`config.mk`:
```
export PLATFORM = sky130hd
export DESIGN_NAME = range_rule_flow_table_top
export DESIGN_NICKNAME = d
export VERILOG_FILES = /design/src/hdl/rrft_pkg.sv /design/src/hdl/rrft_front.sv /design/src/hdl/rrft_back.sv /design/src/hdl/range_rule_flow_table_top.sv
export SDC_FILE = /design/constraint.sdc
export NUM_CORES = 2
export LEC_CHECK = 0
export CORE_MARGIN = 2
export CORE_UTILIZATION = 50
export DETAILED_ROUTE_END_ITERATION = 16
export DONT_BUFFER_PORTS = 1
export PLACE_DENSITY = 0.67
export SETUP_SLACK_MARGIN = 0.5
export SLEW_MARGIN = 20
export SYNTH_ARGS = -nofsm -noshare
export SYNTH_HDL_FRONTEND = slang
export SYNTH_HIERARCHICAL = 1
export SYNTH_SLANG_ARGS = --single-unit
```
`constraint.sdc`:
```
create_clock -name aclk -period 9.3 [get_ports aclk]
set_clock_uncertainty 0.1 [all_clocks]
set_input_delay 0 -clock aclk [delete_from_list [all_inputs] [get_ports aclk]]
set_output_delay 0 -clock aclk [all_outputs]
set_load 0.005 [all_outputs]
```
`src/hdl/rrft_pkg.sv`:
```
package rrft_pkg;
    localparam int RULE_DEPTH = 32;
    localparam int IDX_W      = 5;
    localparam int CNT_W      = 6;
    localparam logic [9:0]  MAX_ADDR = 10'd1000;
    localparam logic [15:0] HITS_MAX = 16'hFFFF;

    localparam logic [1:0] CMD_CLASSIFY = 2'd0;
    localparam logic [1:0] CMD_ADD      = 2'd1;
    localparam logic [1:0] CMD_RELAY    = 2'd2;

    localparam logic [1:0] KIND_LOCAL = 2'd0;
    localparam logic [1:0] KIND_FWD   = 2'd1;
    localparam logic [1:0] KIND_DROP  = 2'd2;

    localparam logic [2:0] V_NONE  = 3'd0;
    localparam logic [2:0] V_RELAY = 3'd1;
    localparam logic [2:0] V_LOCAL = 3'd2;
    localparam logic [2:0] V_DROP  = 3'd3;
    localparam logic [2:0] V_ASK   = 3'd4;

    localparam logic [1:0] REG_OWN_LOW  = 2'd0;
    localparam logic [1:0] REG_OWN_HIGH = 2'd1;
    localparam logic [1:0] REG_NBR_A    = 2'd2;
    localparam logic [1:0] REG_NBR_B    = 2'd3;

    // one queued beat between front and back
    typedef struct packed {
        logic [1:0] command;
        logic [9:0] src_addr;
        logic [9:0] dest_addr;
        logic       rule_is_drop;
        logic [2:0] rule_port;
        logic [9:0] rule_low;
        logic [9:0] rule_high;
        logic       src_ok;
        logic       fwd_ok;
    } item_t;

    typedef struct packed {
        logic [2:0]  verdict;
        logic [2:0]  out_port;
        logic [4:0]  rule_index;
        logic [15:0] rule_hits;
        logic        table_full;
        logic [9:0]  ask_src;
        logic [9:0]  ask_dest;
    } result_t;

    function automatic logic is_nbr(input logic [2:0] p, input logic [2:0] a,
                                    input logic [2:0] b);
        is_nbr = (p != 3'd0) && (p == a || p == b);
    endfunction
endpackage

```
`src/hdl/rrft_front.sv`:
```
module rrft_front (
    input  logic               aclk,
    input  logic               aresetn,
    input  logic               s_valid,
    output logic               s_ready,
    input  logic [1:0]         s_command,
    input  logic [9:0]         s_src_addr,
    input  logic [9:0]         s_dest_addr,
    input  logic               s_rule_is_drop,
    input  logic [2:0]         s_rule_port,
    input  logic [9:0]         s_rule_low,
    input  logic [9:0]         s_rule_high,
    input  logic [2:0]         nbr_a,
    input  logic [2:0]         nbr_b,
    output logic               q_valid,
    input  logic               q_ready,
    output rrft_pkg::item_t    q_item
);
    import rrft_pkg::*;

    localparam int QD = 2;
    item_t      fifo_reg [QD];
    logic [0:0] wp_reg, wp_next, rp_reg, rp_next;
    logic [1:0] cnt_reg, cnt_next;
    item_t      cls;
    logic       push, pop;

    // classify the incoming beat
    always_comb begin
        cls.command      = s_command;
        cls.src_addr     = s_src_addr;
        cls.dest_addr    = s_dest_addr;
        cls.rule_is_drop = s_rule_is_drop;
        cls.rule_port    = s_rule_port;
        cls.rule_low     = s_rule_low;
        cls.rule_high    = s_rule_high;
        cls.src_ok       = (s_src_addr <= MAX_ADDR);
        cls.fwd_ok       = !s_rule_is_drop && is_nbr(s_rule_port, nbr_a, nbr_b);
    end

    assign s_ready = (cnt_reg != 2'(QD));
    assign q_valid = (cnt_reg != 2'd0);
    assign q_item  = fifo_reg[rp_reg];
    assign push    = s_valid && s_ready;
    assign pop     = q_valid && q_ready;
    assign wp_next  = push ? wp_reg + 1'b1 : wp_reg;
    assign rp_next  = pop ? rp_reg + 1'b1 : rp_reg;
    assign cnt_next = cnt_reg + 2'(push) - 2'(pop);

    always_ff @(posedge aclk) begin
        if (!aresetn) begin
            wp_reg  <= '0;
            rp_reg  <= '0;
            cnt_reg <= '0;
        end else begin
            wp_reg  <= wp_next;
            rp_reg  <= rp_next;
            cnt_reg <= cnt_next;
        end
    end

    always_ff @(posedge aclk) begin
        if (push) begin
            fifo_reg[wp_reg] <= cls;
        end
    end
endmodule

```
`src/hdl/rrft_back.sv`:
```
module rrft_back (
    input  logic                aclk,
    input  logic                aresetn,
    input  logic                q_valid,
    output logic                q_ready,
    input  rrft_pkg::item_t     q_item,
    input  logic [9:0]          own_low,
    input  logic [9:0]          own_high,
    input  logic [2:0]          nbr_a,
    input  logic [2:0]          nbr_b,
    output logic                r_valid,
    input  logic                r_ready,
    output rrft_pkg::result_t   r_data
);
    import rrft_pkg::*;

    typedef enum logic [4:0] {
        ST_IDLE  = 5'b00001,
        ST_SCAN  = 5'b00010,
        ST_BUMP  = 5'b00100,
        ST_WRITE = 5'b01000,
        ST_OUT   = 5'b10000
    } state_t;

    // rule storage; entry 0 range comes from the own-range registers
    logic [9:0]  low_mem  [RULE_DEPTH];
    logic [9:0]  high_mem [RULE_DEPTH];
    logic [1:0]  kind_mem [RULE_DEPTH];
    logic [2:0]  port_mem [RULE_DEPTH];
    logic [15:0] hits_mem [RULE_DEPTH];
    logic [RULE_DEPTH-1:0] hv_reg;

    state_t     st_reg, st_next;
    item_t      it_reg;
    logic [CNT_W-1:0] used_reg, idx_reg;
    logic       found_reg;
    result_t    wrk_reg, wrk_next;
    result_t    res_reg;
    logic       rv_reg;

    logic [IDX_W-1:0] ix;
    logic [9:0]  e_lo, e_hi;
    logic [15:0] e_hits, e_inc;
    logic        at_end, m_cls, m_add;

    assign ix     = idx_reg[IDX_W-1:0];
    assign e_lo   = (ix == '0) ? own_low : low_mem[ix];
    assign e_hi   = (ix == '0) ? own_high : high_mem[ix];
    assign e_hits = hv_reg[ix] ? hits_mem[ix] : 16'd0;
    assign e_inc  = (e_hits == HITS_MAX) ? e_hits : e_hits + 16'd1;
    assign at_end = (idx_reg >= used_reg);
    assign m_cls  = (e_lo <= it_reg.dest_addr) && (it_reg.dest_addr <= e_hi);
    assign m_add  = (e_lo == it_reg.rule_low) && (e_hi == it_reg.rule_high);

    assign q_ready = (st_reg == ST_IDLE);
    assign r_valid = rv_reg;
    assign r_data  = res_reg;

    // next state
    always_comb begin
        st_next = st_reg;
        unique case (st_reg)
            ST_IDLE: begin
                if (q_valid) st_next = ST_SCAN;
            end
            ST_SCAN: begin
                priority if (it_reg.command == CMD_RELAY) st_next = ST_BUMP;
                else if (it_reg.command == CMD_CLASSIFY) begin
                    if (!it_reg.src_ok || at_end) st_next = ST_OUT;
                    else if (m_cls) st_next = ST_BUMP;
                end else if (it_reg.command == CMD_ADD) begin
                    if (at_end) st_next = found_reg ? ST_OUT : ST_WRITE;
                end else st_next = ST_OUT;
            end
            ST_BUMP:  st_next = ST_OUT;
            ST_WRITE: st_next = ST_OUT;
            ST_OUT: begin
                if (!rv_reg || r_ready) st_next = ST_IDLE;
            end
            default: st_next = ST_IDLE;
        endcase
    end

    // result build
    always_comb begin
        wrk_next = wrk_reg;
        unique case (st_reg)
            ST_IDLE: wrk_next = '0;
            ST_SCAN: begin
                if (it_reg.command == CMD_CLASSIFY && (!it_reg.src_ok || at_end)) begin
                    wrk_next.verdict  = V_ASK;
                    wrk_next.ask_src  = it_reg.src_addr;
                    wrk_next.ask_dest = it_reg.dest_addr;
                end else if (it_reg.command == CMD_ADD && !at_end && m_add
                             && !found_reg) begin
                    wrk_next.rule_index = ix;
                    wrk_next.rule_hits  = e_inc;
                end
                if (it_reg.command == CMD_ADD && it_reg.fwd_ok) begin
                    wrk_next.verdict  = V_RELAY;
                    wrk_next.out_port = it_reg.rule_port;
                end
            end
            ST_BUMP: begin
                wrk_next.rule_index = ix;
                wrk_next.rule_hits  = e_inc;
                if (it_reg.command == CMD_RELAY || kind_mem[ix] == KIND_LOCAL || ix == '0)
                    wrk_next.verdict = V_LOCAL;
                else if (kind_mem[ix] == KIND_FWD && is_nbr(port_mem[ix], nbr_a, nbr_b)) begin
                    wrk_next.verdict  = V_RELAY;
                    wrk_next.out_port = port_mem[ix];
                end else wrk_next.verdict = V_DROP;
            end
            ST_WRITE: begin
                if (used_reg < CNT_W'(RULE_DEPTH)) begin
                    wrk_next.rule_index = used_reg[IDX_W-1:0];
                    wrk_next.rule_hits  = 16'd1;
                end else wrk_next.table_full = 1'b1;
            end
            ST_OUT: wrk_next = wrk_reg;
            default: wrk_next = wrk_reg;
        endcase
    end

    // control
    always_ff @(posedge aclk) begin
        if (!aresetn) begin
            st_reg    <= ST_IDLE;
            used_reg  <= CNT_W'(1);
            hv_reg    <= '0;
            rv_reg    <= 1'b0;
            idx_reg   <= '0;
            found_reg <= 1'b0;
        end else begin
            st_reg <= st_next;
            if (st_reg == ST_IDLE && q_valid) begin
                idx_reg   <= '0;
                found_reg <= 1'b0;
            end
            if (st_reg == ST_SCAN) begin
                if (it_reg.command == CMD_ADD && !at_end) begin
                    if (m_add) begin
                        found_reg  <= 1'b1;
                        hv_reg[ix] <= 1'b1;
                    end
                    idx_reg <= idx_reg + 1'b1;
                end else if (it_reg.command == CMD_CLASSIFY && !at_end && !m_cls)
                    idx_reg <= idx_reg + 1'b1;
            end
            if (st_reg == ST_BUMP) hv_reg[ix] <= 1'b1;
            if (st_reg == ST_WRITE && used_reg < CNT_W'(RULE_DEPTH)) begin
                used_reg             <= used_reg + 1'b1;
                hv_reg[used_reg[IDX_W-1:0]] <= 1'b1;
            end
            if (st_reg == ST_OUT && (!rv_reg || r_ready)) rv_reg <= 1'b1;
            else if (rv_reg && r_ready) rv_reg <= 1'b0;
        end
    end

    // payload and table writes; the output beat only loads once the last one left
    always_ff @(posedge aclk) begin
        wrk_reg <= wrk_next;
        if (st_reg == ST_OUT && (!rv_reg || r_ready)) res_reg <= wrk_reg;
        if (st_reg == ST_IDLE && q_valid) it_reg <= q_item;
        if (st_reg == ST_SCAN && it_reg.command == CMD_ADD && !at_end && m_add)
            hits_mem[ix] <= e_inc;
        if (st_reg == ST_BUMP) hits_mem[ix] <= e_inc;
        if (st_reg == ST_WRITE && used_reg < CNT_W'(RULE_DEPTH)) begin
            low_mem[used_reg[IDX_W-1:0]]  <= it_reg.rule_low;
            high_mem[used_reg[IDX_W-1:0]] <= it_reg.rule_high;
            kind_mem[used_reg[IDX_W-1:0]] <= it_reg.rule_is_drop ? KIND_DROP : KIND_FWD;
            port_mem[used_reg[IDX_W-1:0]] <= it_reg.rule_port;
            hits_mem[used_reg[IDX_W-1:0]] <= 16'd1;
        end
    end
endmodule

```
`src/hdl/range_rule_flow_table_top.sv`:
```
// Each item leaves the queue in IDLE; SCAN walks the table entry by entry (a
// classify stops at the first match), then BUMP counts a hit or WRITE adds
// a rule where needed, and OUT loads the result beat; relay-in goes from SCAN
// straight to BUMP. The back end takes the next item only once back in IDLE.
// A two-entry queue lets the front accept beats while the back is busy.
// Reset (aresetn low, synchronous): config regs 0, table holds entry 0 only.
module range_rule_flow_table_top (
    input  logic        aclk,
    input  logic        aresetn,
    input  logic        cfg_we,
    input  logic [1:0]  cfg_index,
    input  logic [9:0]  cfg_data,
    input  logic        s_valid,
    output logic        s_ready,
    input  logic [1:0]  s_command,
    input  logic [9:0]  s_src_addr,
    input  logic [9:0]  s_dest_addr,
    input  logic        s_rule_is_drop,
    input  logic [2:0]  s_rule_port,
    input  logic [9:0]  s_rule_low,
    input  logic [9:0]  s_rule_high,
    output logic        m_valid,
    input  logic        m_ready,
    output logic [2:0]  m_verdict,
    output logic [2:0]  m_out_port,
    output logic [4:0]  m_rule_index,
    output logic [15:0] m_rule_hits,
    output logic        m_table_full,
    output logic [9:0]  m_ask_src,
    output logic [9:0]  m_ask_dest
);
    import rrft_pkg::*;

    logic [9:0] own_low_reg, own_high_reg;
    logic [2:0] nbr_a_reg, nbr_b_reg;
    logic       q_valid, q_ready;
    item_t      q_item;
    result_t    r_data;

    // configuration registers
    always_ff @(posedge aclk) begin
        if (!aresetn) begin
            own_low_reg  <= '0;
            own_high_reg <= '0;
            nbr_a_reg    <= '0;
            nbr_b_reg    <= '0;
        end else if (cfg_we) begin
            unique case (cfg_index)
                REG_OWN_LOW:  own_low_reg  <= cfg_data;
                REG_OWN_HIGH: own_high_reg <= cfg_data;
                REG_NBR_A:    nbr_a_reg    <= cfg_data[2:0];
                REG_NBR_B:    nbr_b_reg    <= cfg_data[2:0];
                default: ;
            endcase
        end
    end

    rrft_front u_front (
        .aclk, .aresetn, .s_valid, .s_ready, .s_command, .s_src_addr, .s_dest_addr,
        .s_rule_is_drop, .s_rule_port, .s_rule_low, .s_rule_high,
        .nbr_a(nbr_a_reg), .nbr_b(nbr_b_reg), .q_valid, .q_ready, .q_item
    );

    rrft_back u_back (
        .aclk, .aresetn, .q_valid, .q_ready, .q_item,
        .own_low(own_low_reg), .own_high(own_high_reg),
        .nbr_a(nbr_a_reg), .nbr_b(nbr_b_reg),
        .r_valid(m_valid), .r_ready(m_ready), .r_data
    );

    assign m_verdict    = r_data.verdict;
    assign m_out_port   = r_data.out_port;
    assign m_rule_index = r_data.rule_index;
    assign m_rule_hits  = r_data.rule_hits;
    assign m_table_full = r_data.table_full;
    assign m_ask_src    = r_data.ask_src;
    assign m_ask_dest   = r_data.ask_dest;
endmodule

```
==> results.yml <==
cts:
  cts_buffers: 159
  cts.reportedPaths.clkPinSlew_ps: 60
  cts.sinks: 1634
  worstSkewPairLatency_ps: 790
  cts-resized-gates: 0
  htree_levels: 4
  cts_tree: "built"
  cts_root_buffer: "clkbuf_16"
  ctsHoldBuffers: 126
  cts_buffer_depth: 3
  cts_setup_buffers: 0
setup_path:
  start_kind: "register"
  crit_fanout: 26
  crit_buf_inv: 4
  crit_top_cell: "buf_4"
  crit_type: "register to register"
  reg2reg_slack_ps: 2280
  slowest_stage: "nor3b_2"
  cp.arrival_ps: 7500
  path_cells: "buf_4 -> nor3b_2 -> buf_4 -> a22oi_1 -> nand4_1 -> inv_1 -> nor2_1 -> ha_1 -> nand2_1 -> or3_1 -> nor3_1 -> or4_1 -> nor3_1 -> xor2_1 -> nor2_1 -> buf_4"
  r2r_cells: 16
  r2r-start: "u_back/idx_reg[4]"
  required_ps: 9780
  cp_top_family: "simple AND/OR/NAND/NOR gates"
  crit_path_end_kind: "register"
  rr_endpoint: "u_back/hits_mem[7][11]"
  max_stage_delay_ps: 1030
grt:
  grt_pass1_vias: 33470
  grt_max_degree: 123
  grt_antenna_before_repair: 8
  overflow: 0
  grt_pass1_wl_um: 241900
  grt_use_total_pct: 25.99
logic_synthesis:
  avgSynthCellArea_um2: 18.95
  synth_area_leaders: "edfxtp_1 (73%), mux4_2 (8.1%), mux2i_1 (4.1%)"
  syn_area_um2: 63860
  syn_inst: 3370
  synthesis.nets: 3469
  ys_seq_area_share_pct: 75.55
  ys_ff_latch: 1634
  synth_warnings: 6
  synthMostInstantiatedCell: "edfxtp_1"
  synth.largest_area_cell: "edfxtp_1"
  synth_top_area_share_pct: 72.98
  ys_types: 79
  synth_ff_type: "edfxtp_1"
  async_flop_share_pct: 0
  synth-edff-count: 1552
  synthTopCellsByCount: "edfxtp_1 (1552), mux2i_1 (260), mux4_2 (230), nor2_1 (193), a22oi_1 (112)"
power:
  swShare_pct: 23.37
  comb_power_share_pct: 8.0
  powerDensity_nw_per_um2: 228.9
  internal_power_mw: 12.78
  p_switching_mw: 3.897
  clockPowerShare_pct: 37.5
  p_leak_nw: 21.79
  seq_power_share_pct: 54.5
  ir_drop_uv: 264.4
timing:
  fin_setup_tns_ps: 0
  hold_viol: 0
  finalSetupViolCount: 0
  fin_crit_ps: 7024
  finalMaxSlewViolations: 0
  max_freq_mhz: 142.4
  period_share_pct: 75.53
  worst_pin_slew_ps: 1224
  rsz0062_at_grt: "no"
  slew-limit-headroom_pct: 17.65
finish:
  fill_cells: 9344
  top_register: "u_back/hits_mem"
  drive_gt1_share_pct: 20.48
  fin_nets: 3711
  final_area_um2: 72870
  largest_register_ffs: 512
  regArea_um2: 48260
  multiInputGateArea_um2: 15010
  syn2layout_area_growth_pct: 14.11
floorplan:
  dieArea_um2: 130600
  pin_count: 113
  start_util_pct: 50.21
  row_count: 131
  core-area_um2: 127200
  die_w_um: 361.4
  dieHeight_um: 361.4
placed_design:
  hpwl_um: 101500
  gp_congestion: 0.9255
  portBuffers: 0
  dpl_cell_area_um2: 66410
hold_path:
  hold_class: "primary input to register"
  whs_path_depth: 3
  min_to: "u_front/wp_reg"
  hp-start: "s_valid"
detailed_routing:
  drc: 0
  routed_wl_um: 170000
  ant_nets: 0
  vias_per_cell: 6.411
  drt_iter0_drc: 5286
  drt_pre_antenna_iters: 6
  vias: 34680
  post_drt_wl_per_cell_um: 31.43
outcome:
  outcome: "finished clean"
flow_run:
  max-cap-violations: 0
==> routing by layer <==
metal | global-route usage (%) | up-vias | wire, µm
met2 | 38.45 | 2168 | 76650
met1 | 38.64 | 17940 | 67530
met5 | 0 | - | 57
li1 | - | 14220 | -
met3 | 5.834 | 342 | 20340
met4 | 8.292 | 4 | 5422
==> layout make-up <==
type	instances	share of cell area, %
Sequential cell	1634	66.23
Multi-Input combinational cell	1526	20.60
Clock buffer	208	5.869
Timing Repair Buffer	250	3.190
Tap cell	1662	2.854
Clock inverter	87	1.042
Inverter	41	0.2112
Antenna cell	1	0.003434
==> cells in the final DEF, fill, tap and decap left out, types with 9 or more instances in the layout <==
master and n:
edfxtp_1 1552, mux2i_1 260, mux4_2 230, clkbuf_16 162
nor2_1 151, dlygate4sd3_1 125, buf_4 113, a22oi_1 112
nand2_1 104, dfxtp_1 77, o22ai_1 74, nand3_1 51
clkbuf_1 41, o21ai_0 36, ha_1 36, inv_1 35
nor2_4 35, a31o_2 34, clkinv_1 33, clkinv_2 31
mux2_2 31, a21oi_1 26, a21oi_2 26, xnor2_1 25
and2_1 20, mux2_4 20, nand4_1 19, nor3_1 17
nor4_1 16, o2111ai_1 14, xor2_1 14, a31oi_1 13
nor2b_1 12, bufinv_16 10, inv_6 9, nand2b_1 9
==> cell families (layout without fill, tap and decap cells) <==
logic type	Yosys count	count (layout)	share of synthesized area [%]
multiplexers	541	541	13.20
other	0	1	0
AND/OR/NAND/NOR	505	505	3.854
flip-flops	1634	1634	75.55
XOR/XNOR	39	39	0.5349
buffers and inverters	210	586	1.738
adder cells (fa/ha/maj)	36	36	0.7054
AO/OA/AOI/OAI	405	405	4.411
==> per-stage QoR <==
step / setup slack (ps) / total power [mW] / hold slack (ps) / cells / utilization [%]
after floorplan: 2314 / 9.870 / -1.131 / 3370 / -
after global placement: 2428 / 10.41 / -5.022 / 4980 / 52.19
after detailed placement: 2298 / 10.46 / -5.965 / 4981 / 52.22
after CTS: 2307 / 16.70 / 15.17 / 5402 / 57.18
after global routing: 1862 / 17.15 / 114.7 / 5409 / 57.29
final: 2276 / 16.68 / 124.5 / 5409 / 57.29
==> tightest hold or removal path, delay by kind of cell <==
family	cells	cell delay, ps
simple gates	1	200
buf+inv	1	660
compound gates	1	90
==> how the worst max path moves through the flow <==
stage | depth (start not counted) | from | end | slack [ps]
3_5_place_dp | 16 | u_back/idx_reg[1] | u_back/hits_mem[20][11] | 2300
4_1_cts | 16 | u_back/idx_reg[1] | u_back/hits_mem[30][11] | 2310
3_3_place_gp | 16 | u_back/idx_reg[1] | u_back/hits_mem[2][11] | 2430
5_1_grt | 16 | u_back/idx_reg[1] | u_back/hits_mem[30][11] | 1860
2_1_floorplan | 27 | u_back/idx_reg[0] | u_back/st_reg[2] | 2310
6_report | 16 | u_back/idx_reg[4] | u_back/hits_mem[7][11] | 2280
==> power by group through the flow <==
stage          Clock [mW]  Combinational [mW]  Sequential (mW)
2_1_floorplan           0               0.604             9.27
3_3_place_gp            0                1.13             9.29
3_5_place_dp            0                1.17             9.29
4_1_cts              6.33                1.23             9.14
5_1_grt              6.61                1.43             9.11
6_report             6.26                1.34             9.08
(Power assumes the default switching activity.)
